==> config.mk <==
export PLATFORM = sky130hd
export DESIGN_NAME = collision_reaction_sequencer
export DESIGN_NICKNAME = d
export VERILOG_FILES = /design/src/rtl/core/crs_pkg.sv /design/src/rtl/core/crs_regs.sv /design/src/rtl/core/collision_reaction_sequencer.sv
export VERILOG_INCLUDE_DIRS = /design/src /design/src/rtl/core
export SDC_FILE = /design/constraint.sdc
export NUM_CORES = 1
export LEC_CHECK = 0
export BUFFER_PORTS_ARGS = -buffer_cell sky130_fd_sc_hd__buf_4
export CAP_MARGIN = 0
export CORE_MARGIN = 1.5
export CORE_UTILIZATION = 54
export DETAILED_ROUTE_END_ITERATION = 10
export PLACE_DENSITY = 0.73
export SLEW_MARGIN = 20
export SYNTH_ARGS = -nofsm -noshare
export SYNTH_HDL_FRONTEND = slang
export SYNTH_SLANG_ARGS = --single-unit
==> constraint.sdc <==
create_clock -name clock -period 4.83 [get_ports clock]
set_input_delay 0.483 -clock clock [delete_from_list [all_inputs] [get_ports clock]]
set_output_delay 0.483 -clock clock [all_outputs]
set_load 0.02 [all_outputs]
==> src/rtl/core/assert_macros.svh <==
// assertion helpers for the rtl files
`ifndef ASSERT_MACROS_SVH
`define ASSERT_MACROS_SVH

// property checked on every rising clock edge outside reset
`define CRS_ASSERT(label, clk, rst, prop) \
   label: assert property (@(posedge clk) disable iff (rst) (prop)) \
      else $error("crs assertion failed");

// condition that must be followed by another in the next cycle
`define CRS_ASSERT_NEXT(label, clk, rst, ante, cons) \
   label: assert property (@(posedge clk) disable iff (rst) (ante) |=> (cons)) \
      else $error("crs assertion failed");

`endif

==> src/rtl/core/crs_pkg.sv <==
`default_nettype none

package crs_pkg;

   localparam int CountWidth = 16;
   localparam int TickWidth  = 16;
   localparam int DutyWidth  = 8;
   localparam int ZoneWidth  = 3;
   localparam int CmdWidth   = 3;
   localparam int IndexWidth = 3;
   localparam int CmpWidth   = (CountWidth + 1 > TickWidth) ? CountWidth + 1 : TickWidth;

   // zone codes
   localparam logic [ZoneWidth-1:0] ZoneNone   = 3'd0;
   localparam logic [ZoneWidth-1:0] ZoneLeft   = 3'd1;
   localparam logic [ZoneWidth-1:0] ZoneCenter = 3'd2;
   localparam logic [ZoneWidth-1:0] ZoneRight  = 3'd3;
   localparam logic [ZoneWidth-1:0] ZoneMulti  = 3'd4;

   // motor commands
   localparam logic [CmdWidth-1:0] CmdNone  = 3'd0;
   localparam logic [CmdWidth-1:0] CmdStop  = 3'd1;
   localparam logic [CmdWidth-1:0] CmdEstop = 3'd2;
   localparam logic [CmdWidth-1:0] CmdBack  = 3'd3;
   localparam logic [CmdWidth-1:0] CmdRight = 3'd4;
   localparam logic [CmdWidth-1:0] CmdLeft  = 3'd5;

   // register indexes
   localparam logic [IndexWidth-1:0] RegStopTicks = 3'd0;
   localparam logic [IndexWidth-1:0] RegBackTicks = 3'd1;
   localparam logic [IndexWidth-1:0] RegTurnTicks = 3'd2;
   localparam logic [IndexWidth-1:0] RegBackDuty  = 3'd3;
   localparam logic [IndexWidth-1:0] RegTurnDuty  = 3'd4;

   // reset values
   localparam logic [TickWidth-1:0] StopTicksReset = 16'd5;
   localparam logic [TickWidth-1:0] BackTicksReset = 16'd20;
   localparam logic [TickWidth-1:0] TurnTicksReset = 16'd15;
   localparam logic [DutyWidth-1:0] BackDutyReset  = 8'd110;
   localparam logic [DutyWidth-1:0] TurnDutyReset  = 8'd110;

   typedef enum logic [1:0] {
      PH_IDLE = 2'd0,
      PH_STOP = 2'd1,
      PH_BACK = 2'd2,
      PH_TURN = 2'd3
   } phase_type;

   typedef struct packed {
      logic [TickWidth-1:0] stop_ticks;
      logic [TickWidth-1:0] back_ticks;
      logic [TickWidth-1:0] turn_ticks;
      logic [DutyWidth-1:0] back_duty;
      logic [DutyWidth-1:0] turn_duty;
   } cfg_type;

endpackage

`default_nettype wire

==> src/rtl/core/crs_regs.sv <==
`default_nettype none

module crs_regs (
   input  wire logic                          clock,
   input  wire logic                          reset,
   input  wire logic                          wr_en,
   input  wire logic [crs_pkg::IndexWidth-1:0] wr_index,
   input  wire logic [crs_pkg::TickWidth-1:0]  wr_data,
   output crs_pkg::cfg_type                   cfg
);
   import crs_pkg::*;

   cfg_type cfg_ff;

   always_ff @(posedge clock) begin
      if (reset) begin
         cfg_ff.stop_ticks <= StopTicksReset;
         cfg_ff.back_ticks <= BackTicksReset;
         cfg_ff.turn_ticks <= TurnTicksReset;
         cfg_ff.back_duty  <= BackDutyReset;
         cfg_ff.turn_duty  <= TurnDutyReset;
      end else if (wr_en) begin
         unique case (wr_index)
            RegStopTicks: cfg_ff.stop_ticks <= wr_data;
            RegBackTicks: cfg_ff.back_ticks <= wr_data;
            RegTurnTicks: cfg_ff.turn_ticks <= wr_data;
            RegBackDuty:  cfg_ff.back_duty  <= wr_data[DutyWidth-1:0];
            RegTurnDuty:  cfg_ff.turn_duty  <= wr_data[DutyWidth-1:0];
            default: ;
         endcase
      end
   end

   assign cfg = cfg_ff;

endmodule

`default_nettype wire

==> src/rtl/core/collision_reaction_sequencer.sv <==
// collision_reaction_sequencer
// Bumper reaction sequencer. One req word per control tick carries the hit
// zone (req_zone); one rsp word per req word carries the motor command, its
// duty and whether a reaction sequence is still running after that tick.
// A multi-zone hit gives an emergency stop; a new hit runs stop, backward
// and, for a side hit, a turn away from the struck side.
// Req words are taken when req_valid is high and req_stall low; rsp words
// leave when rsp_valid is high and rsp_stall low.
// A taken word is held in the input register, then processed into the result
// register and offered on rsp from then on. Words are taken at one per
// cycle unless rsp_stall holds the result register, as the phase, zone and
// tick counter registers update together with the result register.
// When rsp_stall is high the result register holds and the input register
// still takes one more word; req_stall rises only while both are full.
// The csr port (csr_valid, csr_ready, csr_index, csr_wdata) writes the five
// timing and duty registers; csr_ready is always high, and writes belong
// only where no word is in flight. An index above four is ignored.
// Reset (synchronous) empties both registers, returns the sequence to idle
// and loads the default tick counts and duties.
`default_nettype none
`include "assert_macros.svh"

module collision_reaction_sequencer (
   input  wire logic                           clock,
   input  wire logic                           reset,
   input  wire logic                           req_valid,
   output      logic                           req_stall,
   input  wire logic [crs_pkg::ZoneWidth-1:0]  req_zone,
   output      logic                           rsp_valid,
   input  wire logic                           rsp_stall,
   output      logic [crs_pkg::CmdWidth-1:0]   rsp_motor_command,
   output      logic [crs_pkg::DutyWidth-1:0]  rsp_duty,
   output      logic                           rsp_active,
   input  wire logic                           csr_valid,
   output      logic                           csr_ready,
   input  wire logic [crs_pkg::IndexWidth-1:0] csr_index,
   input  wire logic [crs_pkg::TickWidth-1:0]  csr_wdata
);
   import crs_pkg::*;

   cfg_type cfg;

   logic                  in_valid_ff;
   logic [ZoneWidth-1:0]  in_zone_ff;
   logic                  out_valid_ff;
   logic [CmdWidth-1:0]   out_cmd_ff;
   logic [DutyWidth-1:0]  out_duty_ff;
   logic                  out_active_ff;

   phase_type             phase_ff, phase_in;
   logic [ZoneWidth-1:0]  zone_ff, zone_in;
   logic [CountWidth-1:0] count_ff, count_in;

   logic                  out_load;
   logic                  advance;
   logic                  req_take;
   logic [ZoneWidth-1:0]  zone_eff;
   logic                  idle_hold;
   logic                  restart;
   phase_type             work_phase;
   logic [ZoneWidth-1:0]  work_zone;
   logic [CountWidth-1:0] work_count;
   logic [CountWidth:0]   count_inc;
   logic [CountWidth-1:0] count_sat;
   logic [TickWidth-1:0]  limit;
   logic                  done;
   logic [CmdWidth-1:0]   cmd;
   logic [DutyWidth-1:0]  duty;
   logic                  run_zone_ok;
   logic                  out_no_drive;

   crs_regs u_regs (
      .clock    (clock),
      .reset    (reset),
      .wr_en    (csr_valid),
      .wr_index (csr_index),
      .wr_data  (csr_wdata),
      .cfg      (cfg)
   );

   assign csr_ready = 1'b1;

   // handshake
   assign out_load  = !out_valid_ff || !rsp_stall;
   assign advance   = in_valid_ff && out_load;
   assign req_stall = in_valid_ff && !out_load;
   assign req_take  = req_valid && !req_stall;

   // shared step decode
   assign zone_eff   = (in_zone_ff > ZoneMulti) ? ZoneNone : in_zone_ff;
   assign idle_hold  = (zone_eff == ZoneNone) && (phase_ff == PH_IDLE);
   assign restart    = (zone_eff != ZoneNone) &&
                       ((phase_ff == PH_IDLE) || (zone_eff != zone_ff));
   assign work_phase = restart ? PH_STOP : phase_ff;
   assign work_zone  = restart ? zone_eff : zone_ff;
   assign work_count = restart ? '0 : count_ff;
   assign count_inc  = {1'b0, work_count} + (CountWidth + 1)'(1);
   assign count_sat  = count_inc[CountWidth] ? '1 : count_inc[CountWidth-1:0];

   always_comb begin
      unique case (work_phase)
         PH_STOP: limit = cfg.stop_ticks;
         PH_BACK: limit = cfg.back_ticks;
         PH_TURN: limit = cfg.turn_ticks;
         PH_IDLE: limit = cfg.stop_ticks;
      endcase
   end

   assign done = CmpWidth'(count_inc) >= CmpWidth'(limit);

   // next state
   always_comb begin
      phase_in = work_phase;
      zone_in  = work_zone;
      count_in = count_sat;
      if (zone_eff == ZoneMulti) begin
         phase_in = PH_IDLE;
         zone_in  = ZoneMulti;
         count_in = '0;
      end else if (idle_hold) begin
         phase_in = PH_IDLE;
         zone_in  = ZoneNone;
         count_in = '0;
      end else begin
         unique case (work_phase)
            PH_STOP: begin
               if (done) begin
                  phase_in = PH_BACK;
                  count_in = '0;
               end
            end
            PH_BACK: begin
               if (done && work_zone == ZoneCenter) begin
                  phase_in = PH_IDLE;
                  zone_in  = ZoneNone;
                  count_in = '0;
               end else if (done) begin
                  phase_in = PH_TURN;
                  count_in = '0;
               end
            end
            PH_TURN: begin
               if (done) begin
                  phase_in = PH_IDLE;
                  zone_in  = ZoneNone;
                  count_in = '0;
               end
            end
            PH_IDLE: begin
               phase_in = PH_IDLE;
               count_in = count_ff;
            end
         endcase
      end
   end

   // command for the tick
   always_comb begin
      cmd  = CmdNone;
      duty = '0;
      if (zone_eff == ZoneMulti) begin
         cmd = CmdEstop;
      end else if (!idle_hold) begin
         unique case (work_phase)
            PH_STOP: cmd = CmdStop;
            PH_BACK: begin
               if (done && work_zone == ZoneCenter) begin
                  cmd = CmdStop;
               end else begin
                  cmd  = CmdBack;
                  duty = cfg.back_duty;
               end
            end
            PH_TURN: begin
               priority if (done) begin
                  cmd = CmdStop;
               end else if (work_zone == ZoneLeft) begin
                  cmd  = CmdRight;
                  duty = cfg.turn_duty;
               end else if (work_zone == ZoneRight) begin
                  cmd  = CmdLeft;
                  duty = cfg.turn_duty;
               end else begin
                  cmd = CmdStop;
               end
            end
            PH_IDLE: cmd = CmdNone;
         endcase
      end
   end

   always_ff @(posedge clock) begin
      if (reset) begin
         in_valid_ff  <= 1'b0;
         out_valid_ff <= 1'b0;
         phase_ff     <= PH_IDLE;
         zone_ff      <= ZoneNone;
         count_ff     <= '0;
      end else begin
         if (req_take) begin
            in_valid_ff <= 1'b1;
         end else if (advance) begin
            in_valid_ff <= 1'b0;
         end
         if (out_load) begin
            out_valid_ff <= in_valid_ff;
         end
         if (advance) begin
            phase_ff <= phase_in;
            zone_ff  <= zone_in;
            count_ff <= count_in;
         end
      end
   end

   always_ff @(posedge clock) begin
      if (req_take) begin
         in_zone_ff <= req_zone;
      end
      if (advance) begin
         out_cmd_ff    <= cmd;
         out_duty_ff   <= duty;
         out_active_ff <= (phase_in != PH_IDLE);
      end
   end

   assign rsp_valid         = out_valid_ff;
   assign rsp_motor_command = out_cmd_ff;
   assign rsp_duty          = out_duty_ff;
   assign rsp_active        = out_active_ff;

   assign run_zone_ok  = (zone_ff == ZoneLeft) || (zone_ff == ZoneCenter) ||
                         (zone_ff == ZoneRight);
   assign out_no_drive = (out_cmd_ff == CmdNone) || (out_cmd_ff == CmdStop) ||
                         (out_cmd_ff == CmdEstop);

   // a running sequence always belongs to a single side or the center
   `CRS_ASSERT(a_active_zone, clock, reset, (phase_ff == PH_IDLE) || run_zone_ok)
   // center hits never reach the turn phase
   `CRS_ASSERT(a_no_center_turn, clock, reset, (phase_ff != PH_TURN) || (zone_ff != ZoneCenter))
   // stop-type commands carry no duty
   `CRS_ASSERT(a_stop_duty, clock, reset, !out_valid_ff || !out_no_drive || (out_duty_ff == '0))
   // a processed word always lands in the result register
   `CRS_ASSERT_NEXT(a_advance_lands, clock, reset, advance, out_valid_ff)

endmodule

`default_nettype wire

==> impl_metrics.tcl, run 1 <==
set metrics [dict create \
    drt-pass1-iter-count 5 \
    num-nets-final 697 \
    start_point_of_the_critical_path "in_zone_ff[0]" \
    post-route-drc-count 0 \
    max_clock_freq_mhz 217 \
    path_class "register to register" \
    status "completed" \
    cp_top_family "simple AND/OR/NAND/NOR gates" \
    antenna_cells_inserted 0 \
    ctsLongestPathBuffers 2 \
    power.density_cell_area_nw_per_um2 281 \
    synth_fp_nets 661 \
    global_route.usage.total_pct 24.4 \
    worst_hold_startpoint "req_zone[2]" \
    die_h_um 99.8 \
    ys_async_sr_fraction_pct 0 \
    globalRoute.totalOverflow 0 \
    power.leakage_nw 2.16 \
    synth_cell_types 59 \
    yosys.area_share.simple_pct 25.0 \
    boundaryPins 42 \
    totalWireLength_um 11900 \
    number_of_enable_type_register_cells_in_the_synthesized_netlist 15 \
    worst_setup_hold_path_clk_slew_ns 0.12 \
    hpwlAfterDp_um 8040 \
    worst_slew_margin_rel_pct 38.8 \
    final_util_pct 63.1 \
    die_width_um 99.8 \
    cp_slowest_stage_delay_ns 0.52 \
    synth_seq_cells 102 \
    detail_route.vias_per_cell 5.76 \
    routed-via-count 4432 \
    detailed_route_wire_length_per_cell_um 15.4 \
    finalSetupViolCount 0 \
    hp-class "primary input to register" \
    crit_slowest_cell "sky130_fd_sc_hd__edfxtp_1" \
    vdd_ir_drop_max_uv 222 \
    period_share_pct 95.4 \
    post_cts_hold_buffer_count 0 \
    path_depth 18 \
    crit_end "rsp_duty[2]" \
    number_of_buffers_inserted_during_clock_tree_synthesis 9 \
    finalHoldViolations 0 \
    grt_start_max_net_pins 73 \
    depth_of_the_cts_h_tree 3 \
    synth_flop_cell "sky130_fd_sc_hd__dfxtp_1" \
    floorplan.core_area_um2 9150 \
    gpl.final_weighted_congestion 0.894 \
    worst_slew_pin_slew_ns 0.894 \
    floorplan.initialDensity_pct 55.3 \
    mappedNetlistArea_um2 5060 \
    synth_fa_ha_area_share_pct 4.43 \
    muxShareOfSynthArea_pct 3.17 \
    multiInputGateArea_um2 2740 \
    clkLatencyLatePin_ns 0.37 \
    io_buffers 40 \
    grt_pass1_wl_um 19300 \
    timing.critical_path.to_type "register" \
    postSynthAreaPerCell_um2 8.20 \
    fp.dieArea_um2 9960 \
    layout-area-overhead-vs-synth_pct 14.2 \
    holdWs_ns 0.282 \
    drtIter0Drc 204 \
    maxCapViolCount 0 \
    reg2reg_from "in_zone_ff[0]" \
    initial_antenna_violation_count 0 \
    setup.reg_to_reg.worst_slack_ns 0.22 \
    core.rowCount 35 \
    period_minus_slack_ns 4.61 \
    path_cells "nand2b_1 -> a21oi_1 -> o41a_1 -> nor2b_2 -> ha_2 -> nand2_1 -> or3_1 -> or3_1 -> a21oi_2 -> ha_1 -> a21o_1 -> a21oi_1 -> o21ai_0 -> nor3_2 -> a21oi_2 -> nor3_4 -> buf_4 -> a22o_1" \
    fraction_of_layout_cells_with_a_size_suffix_above_1_pct 14.7 \
    layout.cells.non_filler 769 \
    critical_path.n_buffers_inverters 1 \
    synth_top_family_by_area "simple AND/OR/NAND/NOR gates" \
    post_synth_inst_count 617 \
    grt_pass1_vias 4061 \
    critical_path_peak_fanout 8 \
    synth.yosys.seq_area_share_pct 43.3 \
    cp_data_required_time_ns 5.07 \
    worst-endpoint-arrival_ns 4.84 \
    tritoncts_num_sinks 102 \
    n_fill_cell 823 \
    post-place-cells 741 \
    fraction_of_synthesized_cell_area_in_xor_and_xnor_cells_pct 2.25 \
    reg2reg_to "rsp_duty[2]" \
    startpoint_class "register" \
    final-max-slew-violation-count 0 \
    ff_latch_area_um2 2190 \
    final_antenna_net_count 0 \
    tritoncts "done" \
    cts_root_buffer "sky130_fd_sc_hd__clkbuf_8" \
    ys.warnings.count 0 \
    worstRegToRegCells 18 \
    clock_skew_after_layout_ns 0.0132 \
    synth_compound_gate_area_share_pct 18.0 \
]
[routing by layer]
layer	up-vias	track usage (%)	routed length, um
met5	-	0	0
met4	0	5.31	99
met3	6	4.32	476
met2	97	40.0	5630
met1	2092	33.8	5650
li1	2237	-	-
[kinds of logic after synthesis]
logic type               Yosys count
flip-flops                       102
other                              1
multiplexers                      16
buffers and inverters             44
AND/OR/NAND/NOR                  275
adder cells (fa/ha/maj)           18
XOR/XNOR                          13
AO/OA/AOI/OAI                    148
[placed cells by master (no fill, tap or decap), types with 4 or more instances in the layout]
master,Yosys,final
sky130_fd_sc_hd__nand2_1,166,167
sky130_fd_sc_hd__dfxtp_1,87,87
sky130_fd_sc_hd__a21oi_1,66,64
sky130_fd_sc_hd__buf_4,4,58
sky130_fd_sc_hd__nor2_1,26,24
sky130_fd_sc_hd__nand3b_1,20,20
sky130_fd_sc_hd__a22o_1,19,19
sky130_fd_sc_hd__o21ai_1,18,18
sky130_fd_sc_hd__mux2i_1,16,16
sky130_fd_sc_hd__ha_1,17,16
sky130_fd_sc_hd__edfxtp_1,15,15
sky130_fd_sc_hd__nand3_1,10,10
sky130_fd_sc_hd__o21ai_0,9,9
sky130_fd_sc_hd__clkbuf_8,0,9
sky130_fd_sc_hd__xnor2_1,8,8
sky130_fd_sc_hd__nand4_1,8,8
sky130_fd_sc_hd__and3_1,6,6
sky130_fd_sc_hd__or3_1,6,6
sky130_fd_sc_hd__inv_2,5,5
sky130_fd_sc_hd__a31oi_1,5,5
sky130_fd_sc_hd__nand2b_1,5,5
sky130_fd_sc_hd__xor2_1,5,5
sky130_fd_sc_hd__a21o_1,5,5
sky130_fd_sc_hd__inv_1,4,4
sky130_fd_sc_hd__clkinv_8,0,4
[flip-flops by register name (all words and copies together), names as in the netlist]
signal             count
rsp_duty               8
phase_ff               2
in_zone_ff             3
rsp_valid              1
u_regs.cfg            64
count_ff              16
rsp_motor_command      3
rsp_active             1
in_valid_ff            1
zone_ff                3
[final cells by class]
type	instances	area share, %
multi-input cells	472	47.5
clock buffers	9	2.14
clock inverters	7	1.58
repair buffers	59	7.88
well taps	111	2.40
flip-flops and latches	102	37.9
inverters	9	0.585
[Yosys cell counts (2+ instances only)]
cell type / count / area, um^2
sky130_fd_sc_hd__ha_1: 17 / 213
sky130_fd_sc_hd__o21ai_0: 9 / 45.0
sky130_fd_sc_hd__clkbuf_1: 21 / 78.8
sky130_fd_sc_hd__and3_1: 6 / 37.5
sky130_fd_sc_hd__o21ai_1: 18 / 90.1
sky130_fd_sc_hd__a211oi_1: 2 / 15.0
sky130_fd_sc_hd__nor2b_1: 5 / 31.3
sky130_fd_sc_hd__o31ai_1: 2 / 15.0
sky130_fd_sc_hd__nand2_1: 166 / 623
sky130_fd_sc_hd__and2_1: 2 / 12.5
sky130_fd_sc_hd__nand3_1: 10 / 50.1
sky130_fd_sc_hd__inv_1: 4 / 15.0
sky130_fd_sc_hd__nor4_1: 4 / 25.0
sky130_fd_sc_hd__buf_4: 4 / 30.0
sky130_fd_sc_hd__inv_2: 5 / 18.8
sky130_fd_sc_hd__a2111oi_0: 3 / 26.3
sky130_fd_sc_hd__edfxtp_1: 15 / 450
sky130_fd_sc_hd__nand4_1: 8 / 50.1
sky130_fd_sc_hd__a22o_1: 19 / 166
sky130_fd_sc_hd__o21a_1: 2 / 15.0
sky130_fd_sc_hd__nor2_2: 2 / 12.5
sky130_fd_sc_hd__xnor2_1: 8 / 70.1
sky130_fd_sc_hd__dfxtp_1: 87 / 1740
sky130_fd_sc_hd__or3_1: 6 / 37.5
sky130_fd_sc_hd__buf_2: 5 / 25.0
sky130_fd_sc_hd__buf_1: 5 / 18.8
sky130_fd_sc_hd__a21o_1: 5 / 37.5
sky130_fd_sc_hd__nor2_1: 26 / 97.6
sky130_fd_sc_hd__nand3b_1: 20 / 150
sky130_fd_sc_hd__mux2i_1: 16 / 160
sky130_fd_sc_hd__o211ai_1: 3 / 22.5
sky130_fd_sc_hd__nand2b_1: 5 / 31.3
sky130_fd_sc_hd__xor2_1: 5 / 43.8
sky130_fd_sc_hd__or2_1: 3 / 18.8
sky130_fd_sc_hd__a21oi_1: 66 / 330
sky130_fd_sc_hd__o22ai_1: 3 / 18.8
sky130_fd_sc_hd__nor3_1: 4 / 20.0
sky130_fd_sc_hd__a31oi_1: 5 / 31.3
[through the flow]
stage               TNS (ns)  setup slack [ns]  cell area, um^2  power [mW]
floorplan                  0             0.125             5060        1.01
finish                     0             0.223             5780        1.62
global route          -0.243           -0.0408             5780        1.68
CTS                        0            0.0421             5640        1.62
detailed placement  -0.00872          -0.00671             5410        1.07
global placement           0             0.147             5410        1.07
[power by group]
part	switching, mW	total, mW	internal (mW)
Combinational	0.103	0.172	0.0689
Clock	0.348	0.556	0.209
Sequential	0.0124	0.895	0.882
Total	0.463	1.62	1.16
[what timing repair did]
item,CTS,global route
gates cloned,0,1
pin swaps,0,5
gates resized for setup,2,9
buffers inserted,0,11
setup endpoints to repair,9,32
[worst min path at each step]
stage | endpoint | cells after the start
finish | in_zone_ff[2] | 1
global route | in_zone_ff[2] | 1
CTS | in_zone_ff[2] | 1
detailed placement | u_regs.cfg[51] | 2
global placement | u_regs.cfg[30] | 2
floorplan | u_regs.cfg[32] | 2
(Power assumes the default switching activity.)
==> inputs of run 2 (changes only) <==
--- a/config.mk
+++ b/config.mk
@@ -6,6 +6,7 @@
 export SDC_FILE = /design/constraint.sdc
 export NUM_CORES = 1
 export LEC_CHECK = 0
+export ABC_AREA = 1
 export BUFFER_PORTS_ARGS = -buffer_cell sky130_fd_sc_hd__buf_4
 export CAP_MARGIN = 0
 export CORE_MARGIN = 1.5
==> run 2 against run 1 <==
  * Synthesized cell count rose by 14%
  * Clock skew rose by 0.0028 ns
  * Register-to-register slack improved by 0.21 ns
  * Maximum frequency rose by 4.7%
  * Sequential power rose by 1%
  * Synthesized area rose by 1.0%
  * First-iteration DRC count rose by 20%
  * Critical path depth rose by 9
  * Via count rose by 4.2%
  * Clock-buffer cell count rose by 1
  * Global-route usage rose by 0.91 points
  * Critical endpoint is now rsp_duty[1]
  * Largest cell class unchanged
==> impl_metrics.tcl, run 2 <==
set metrics [dict create \
    status "completed" \
    synth_cell_types 45 \
    most_common_cell_after_layout_fill_and_taps_aside "sky130_fd_sc_hd__nand2_1" \
    boundaryPins 42 \
    layout.cells.non_filler 853 \
    initial_antenna_violation_count 0 \
    postSynthAreaPerCell_um2 7.28 \
    depth_of_the_cts_h_tree 3 \
    gpl.final_weighted_congestion 0.926 \
    power.density_cell_area_nw_per_um2 288 \
    period_share_pct 91.1 \
    power.leakage_nw 2.57 \
    design_power_total_mw 1.65 \
    timing.critical_path.to_type "register" \
    final_antenna_net_count 0 \
    ctsLongestPathBuffers 2 \
    largest_reg_flops 64 \
    synth.top_cell.area_share_pct 34.1 \
    layout-area-overhead-vs-synth_pct 11.8 \
    critical_path_peak_fanout 17 \
    start_point_of_the_critical_path "in_zone_ff[0]" \
    post-route-drc-count 0 \
    detail_route.vias_per_cell 5.41 \
    num-nets-final 781 \
    tritoncts_num_sinks 102 \
    fp.dieArea_um2 10100 \
    finalSetupViolCount 0 \
    global_route.usage.total_pct 25.3 \
    startpoint_class "register" \
    ys_async_sr_fraction_pct 0 \
    crit_end "rsp_duty[1]" \
    synth_flop_cell "sky130_fd_sc_hd__dfxtp_1" \
    yosys.cell_count.top_type "sky130_fd_sc_hd__nand2_1" \
    die_h_um 100 \
    synth.top_cells.by_count "sky130_fd_sc_hd__nand2_1, sky130_fd_sc_hd__nor2_1, sky130_fd_sc_hd__dfxtp_1" \
    final-max-slew-violation-count 0 \
    hpwlAfterDp_um 8620 \
    worst_slew_pin_slew_ns 0.678 \
    clkLatencyLatePin_ns 0.36 \
    clock_skew_after_layout_ns 0.0159 \
    post-place-cells 835 \
    antenna_cells_inserted 0 \
    synth_seq_cells 102 \
    die_width_um 100 \
    finalHoldViolations 0 \
    core.rowCount 35 \
    fin_setup_tns_ns 0 \
    worstRegToRegCells 27 \
    grt_start_max_net_pins 68 \
    synth_fp_nets 746 \
    grt_pass1_wl_um 20200 \
    yosys.area.top_type "sky130_fd_sc_hd__dfxtp_1" \
    worst_setup_hold_path_clk_slew_ns 0.10 \
    synth.yosys.seq_area_share_pct 42.9 \
    drt-pass1-iter-count 5 \
    vdd_ir_drop_max_uv 206 \
    worst_slew_margin_rel_pct 54.7 \
    cts_root_buffer "sky130_fd_sc_hd__clkbuf_8" \
    mappedNetlistArea_um2 5110 \
    period_minus_slack_ns 4.40 \
    number_of_buffers_inserted_during_clock_tree_synthesis 9 \
    routed-via-count 4616 \
    synth_top_cells_by_area "sky130_fd_sc_hd__dfxtp_1, sky130_fd_sc_hd__nand2_1, sky130_fd_sc_hd__nor2_1, sky130_fd_sc_hd__edfxtp_1, sky130_fd_sc_hd__o21ai_0" \
    ys.warnings.count 0 \
    globalRoute.totalOverflow 0 \
    path_class "register to register" \
    number_of_enable_type_register_cells_in_the_synthesized_netlist 15 \
    grt_pass1_vias 4214 \
    reg2reg_from "in_zone_ff[0]" \
    hp-class "primary input to register" \
    tritoncts "done" \
    floorplan.initialDensity_pct 55.6 \
    cp_data_required_time_ns 5.04 \
    mostFrequentLayoutCells "sky130_fd_sc_hd__nand2_1, sky130_fd_sc_hd__nor2_1, sky130_fd_sc_hd__dfxtp_1" \
    reg2reg_to "rsp_duty[1]" \
    setup.reg_to_reg.worst_slack_ns 0.43 \
    post_synth_inst_count 702 \
    io_buffers 40 \
    rsz0062_at_grt "no" \
    worst-endpoint-arrival_ns 4.61 \
    fraction_of_layout_cells_with_a_size_suffix_above_1_pct 12.7 \
    floorplan.core_area_um2 9200 \
    totalWireLength_um 12200 \
    maxCapViolCount 0 \
    max_clock_freq_mhz 227 \
    drtIter0Drc 245 \
    detailed_route_wire_length_per_cell_um 14.3 \
]
==> run 2: changes by cell type after synthesis, sizes merged, moves of 18 or more <==
cell	delta
nor2	+113
inv	+62
o21ai	+31
a21oi	-26
nand3	+24
a22o	-18
nand3b	-18
==> run 2: worst max-delay path, stage by stage (launching register included) <==
cell and delay (ns):
sky130_fd_sc_hd__edfxtp_1 0.41, sky130_fd_sc_hd__nor2_1 0.16, sky130_fd_sc_hd__nand2_1 0.18, sky130_fd_sc_hd__nand2_1 0.10, sky130_fd_sc_hd__nand2_1 0.06, sky130_fd_sc_hd__nand3_2 0.09, sky130_fd_sc_hd__nand2_4 0.14, sky130_fd_sc_hd__nand2_4 0.15
sky130_fd_sc_hd__clkinv_1 0.48, sky130_fd_sc_hd__o22ai_1 0.38, sky130_fd_sc_hd__o21bai_1 0.18, sky130_fd_sc_hd__ha_1 0.28, sky130_fd_sc_hd__nand2_1 0.12, sky130_fd_sc_hd__inv_1 0.05, sky130_fd_sc_hd__nand2_1 0.06, sky130_fd_sc_hd__nand2_1 0.06
sky130_fd_sc_hd__nand2_1 0.05, sky130_fd_sc_hd__nand3_1 0.06, sky130_fd_sc_hd__nand2_1 0.06, sky130_fd_sc_hd__nand2_1 0.05, sky130_fd_sc_hd__nand2_1 0.06, sky130_fd_sc_hd__nand2_1 0.05, sky130_fd_sc_hd__a21oi_1 0.28, sky130_fd_sc_hd__nand2_4 0.16
sky130_fd_sc_hd__nor3_4 0.22, sky130_fd_sc_hd__buf_12 0.15, sky130_fd_sc_hd__nand2_1 0.05, sky130_fd_sc_hd__a21oi_1 0.14
==> run 2: worst min-delay path by stage <==
stage	startpoint	endpoint	slack (ns)	cells after the start
after global routing	req_zone[2]	in_zone_ff[2]	0.28	1
final	req_zone[0]	in_zone_ff[0]	0.30	1
after floorplan	u_regs.cfg[19]	u_regs.cfg[19]	0.43	2
after CTS	req_zone[2]	in_zone_ff[2]	0.28	1
after global placement	u_regs.cfg[48]	u_regs.cfg[48]	0.44	2
after detailed placement	u_regs.cfg[48]	u_regs.cfg[48]	0.44	2
==> run 2: cells by family after synthesis <==
kind of cell / Yosys count / share of synthesized area, %
buffers and inverters: 98 / 7.74
AND/OR/NAND/NOR: 350 / 29.6
other: 1 / 0.0734
adder cells (fa/ha/maj): 17 / 4.16
flip-flops: 102 / 42.9
AO/OA/AOI/OAI: 123 / 13.3
XOR/XNOR: 11 / 2.18
==> run 2: timing repair <==
item	CTS	global route
setup endpoints to repair	0	16
hold buffers	0	0
resized for setup	0	1
setup buffers	0	2
==> run 2: metrics by stage <==
step                      hold WS [ns]  cell area, um^2  setup WS, ns  util, %
after global routing             0.279             5710        0.0600     62.1
after global placement           0.437             5480         0.647     59.6
after CTS                        0.278             5670         0.403     61.6
final                            0.298             5710         0.429     62.1
after floorplan                  0.429             5110         0.891        -
after detailed placement         0.445             5480         0.456     59.6
==> run 2: area by class of cell <==
class / instances / area [um^2]
clock inverters: 6 / 51.3
repair buffers: 48 / 385
inverters: 74 / 280
flip-flops and latches: 102 / 2190
clock buffers: 10 / 138
fillers: 837 / 3480
well taps: 111 / 139
multi-input cells: 502 / 2530
==> run 2: per-layer routing <==
layer | track usage (%) | vias to the layer above | share of wire, %
met5 | 0 | - | 0
met2 | 42.7 | 132 | 49
met3 | 4.32 | 9 | 5.5
li1 | - | 2335 | -
met1 | 34.0 | 2140 | 45
met4 | 5.63 | 0 | 0.83
==> run 2: power breakdown <==
group          switching, mW  internal, mW
registers             0.0148         0.892
clock network          0.312         0.212
logic                  0.142        0.0748
==> inputs of run 3 (changes only) <==
--- a/config.mk
+++ b/config.mk
@@ -13,6 +13,7 @@
 export CORE_UTILIZATION = 54
 export DETAILED_ROUTE_END_ITERATION = 10
 export PLACE_DENSITY = 0.73
+export RECOVER_POWER = 100
 export SLEW_MARGIN = 20
 export SYNTH_ARGS = -nofsm -noshare
 export SYNTH_HDL_FRONTEND = slang
==> run 3 against run 2 <==
  * Total power down 0.23%
  * Wire length up 0.29%
  * Global-route usage stayed put
  * Combinational power down 2%
  * Clock power is essentially flat
  * Maximum frequency rose by 0.34%
  * Worst hold slack better by 0.022 ns
  * Final cell count is the same
  * The flow now finishes with violations (max-capacitance violations, max-slew violations)
  * Largest power group unchanged
  * Clock-buffer cell count unchanged
  * Setup slack improved by 0.015 ns
  * Die area stayed put
  * First-iteration DRC count grew 4.9%
==> impl_metrics.tcl, run 3 (synthesis results as in run 2) <==
set metrics [dict create \
    die_width_um 100 \
    layout.cells.non_filler 853 \
    tritoncts "done" \
    final-max-slew-violation-count 68 \
    most_common_cell_after_layout_fill_and_taps_aside "sky130_fd_sc_hd__nand2_1" \
    timing.critical_path.to_type "register" \
    cpMostUsedCell "sky130_fd_sc_hd__nand2_1" \
    violations_in_the_final_reports "max-capacitance violations, max-slew violations" \
    drtIter0Drc 257 \
    crit_end "rsp_duty[1]" \
    gpl.final_weighted_congestion 0.926 \
    hp-class "primary input to register" \
    detailed_route_wire_length_per_cell_um 14.3 \
    period_minus_slack_ns 4.39 \
    layout-area-overhead-vs-synth_pct 10.4 \
    die_h_um 100 \
    ctsLongestPathBuffers 2 \
    floorplan.initialDensity_pct 55.6 \
    finalHoldViolations 0 \
    period_share_pct 90.8 \
    status "finished, violations left" \
    final.setup.worst_slack_ns 0.444 \
    startpoint_class "register" \
    hold_path_depth 1 \
    worst_setup_hold_path_clk_slew_ns 0.10 \
    cts_root_buffer "sky130_fd_sc_hd__clkbuf_8" \
    core.rowCount 35 \
    placement.setup.worst_slack_ns 0.456 \
    path_class "register to register" \
    antenna_cells_inserted 0 \
    design_power_total_mw 1.64 \
    worstRegToRegCells 27 \
    max_clock_freq_mhz 228 \
    mostFrequentLayoutCells "sky130_fd_sc_hd__nand2_1, sky130_fd_sc_hd__nor2_1, sky130_fd_sc_hd__dfxtp_1" \
    setup.reg_to_reg.worst_slack_ns 0.44 \
    globalRoute.totalOverflow 0 \
    grt_start_max_net_pins 68 \
    depth_of_the_cts_h_tree 3 \
    clock_skew_after_layout_ns 0.0174 \
    floorplan.core_area_um2 9200 \
    reg2reg_to "rsp_duty[1]" \
    worst_slew_pin_slew_ns 2.46 \
    io_buffers 40 \
    fp.dieArea_um2 10100 \
    cp_data_required_time_ns 5.04 \
    vdd_ir_drop_max_uv 206 \
    rsz0062_at_grt "no" \
    boundaryPins 42 \
    finalSetupViolCount 0 \
    routed-via-count 4634 \
    initial_antenna_violation_count 0 \
    largest_reg_flops 64 \
    detail_route.vias_per_cell 5.43 \
    totalWireLength_um 12200 \
    final_antenna_net_count 0 \
    drt-pass1-iter-count 5 \
    worst-endpoint-arrival_ns 4.60 \
    worst_slew_margin_rel_pct -64.0 \
    hpwlAfterDp_um 8620 \
    fraction_of_layout_cells_with_a_size_suffix_above_1_pct 9.84 \
    num-nets-final 781 \
    maxCapViolCount 1 \
    post_cts_hold_buffer_count 0 \
    fin_setup_tns_ns 0 \
    critical_path_peak_fanout 17 \
    final_util_pct 61.3 \
    grt_pass1_wl_um 20200 \
    power.density_cell_area_nw_per_um2 291 \
    start_point_of_the_critical_path "in_zone_ff[0]" \
    crit_slowest_cell "sky130_fd_sc_hd__clkinv_1" \
    post-route-drc-count 0 \
    cp_slowest_stage_delay_ns 0.48 \
    reg2reg_from "in_zone_ff[0]" \
    power.leakage_nw 2.50 \
    tritoncts_num_sinks 102 \
    number_of_buffers_inserted_during_clock_tree_synthesis 9 \
    grt_pass1_vias 4214 \
    post-place-cells 835 \
    clkLatencyLatePin_ns 0.36 \
    global_route.usage.total_pct 25.3 \
]
[run 3: changes by cell type in the layout (fill, tap and decap cells not counted), sizes merged]
cell / before / now
buf: 48 / 27
clkbuf: 10 / 31
clkinv: 5 / 6
inv: 75 / 74
[run 3: worst min-delay path by stage]
| stage | startpoint | slack (ns) | end |
|---|---|---|---|
| 2_1_floorplan | u_regs.cfg[19] | 0.43 | u_regs.cfg[19] |
| 3_3_place_gp | u_regs.cfg[48] | 0.44 | u_regs.cfg[48] |
| 3_5_place_dp | u_regs.cfg[48] | 0.44 | u_regs.cfg[48] |
| 4_1_cts | req_zone[2] | 0.28 | in_zone_ff[2] |
| 5_1_grt | req_zone[2] | 0.30 | in_zone_ff[2] |
| 6_report | req_zone[2] | 0.32 | in_zone_ff[2] |
[run 3: metal layers]
metal	vias up	global-route usage [%]	wire, um
met4	0	5.63	112
met1	2155	34.0	5420
met3	10	4.32	724
li1	2332	-	-
met5	-	0	0
met2	137	42.7	5970
[run 3: timing repair]
action | CTS | global route
setup buffers | 0 | 2
gates resized for setup | 0 | 1
setup endpoints to repair | 0 | 16
[run 3: per-stage QoR]
stage | area [um^2] | hold slack [ns]
2_1_floorplan | 5110 | 0.429
3_3_place_gp | 5480 | 0.437
3_5_place_dp | 5480 | 0.445
4_1_cts | 5670 | 0.278
5_1_grt | 5640 | 0.303
6_report | 5640 | 0.320
[run 3: critical path, delay by kind of cell, from the launching register on]
kind	cells	cell delay, ns
AND/OR/NAND/NOR	19	1.86
AO/OA/AOI/OAI	4	0.98
buffers and inverters	3	0.68
flip-flops	1	0.41
adder cells (fa/ha/maj)	1	0.28
[run 3: power by group]
part / leakage (nW) / internal, mW / switching, mW
clock network: 0.101 / 0.212 / 0.314
registers: 0.852 / 0.892 / 0.0147
logic: 1.55 / 0.0690 / 0.143
[run 3: area by class of cell]
class | instances | area [um^2]
Fill cell | 853 | 3550
Multi-Input combinational cell | 502 | 2520
Sequential cell | 102 | 2190
Timing Repair Buffer | 48 | 318
Inverter | 74 | 280
Tap cell | 111 | 139
Clock buffer | 10 | 138
Clock inverter | 6 | 51.3
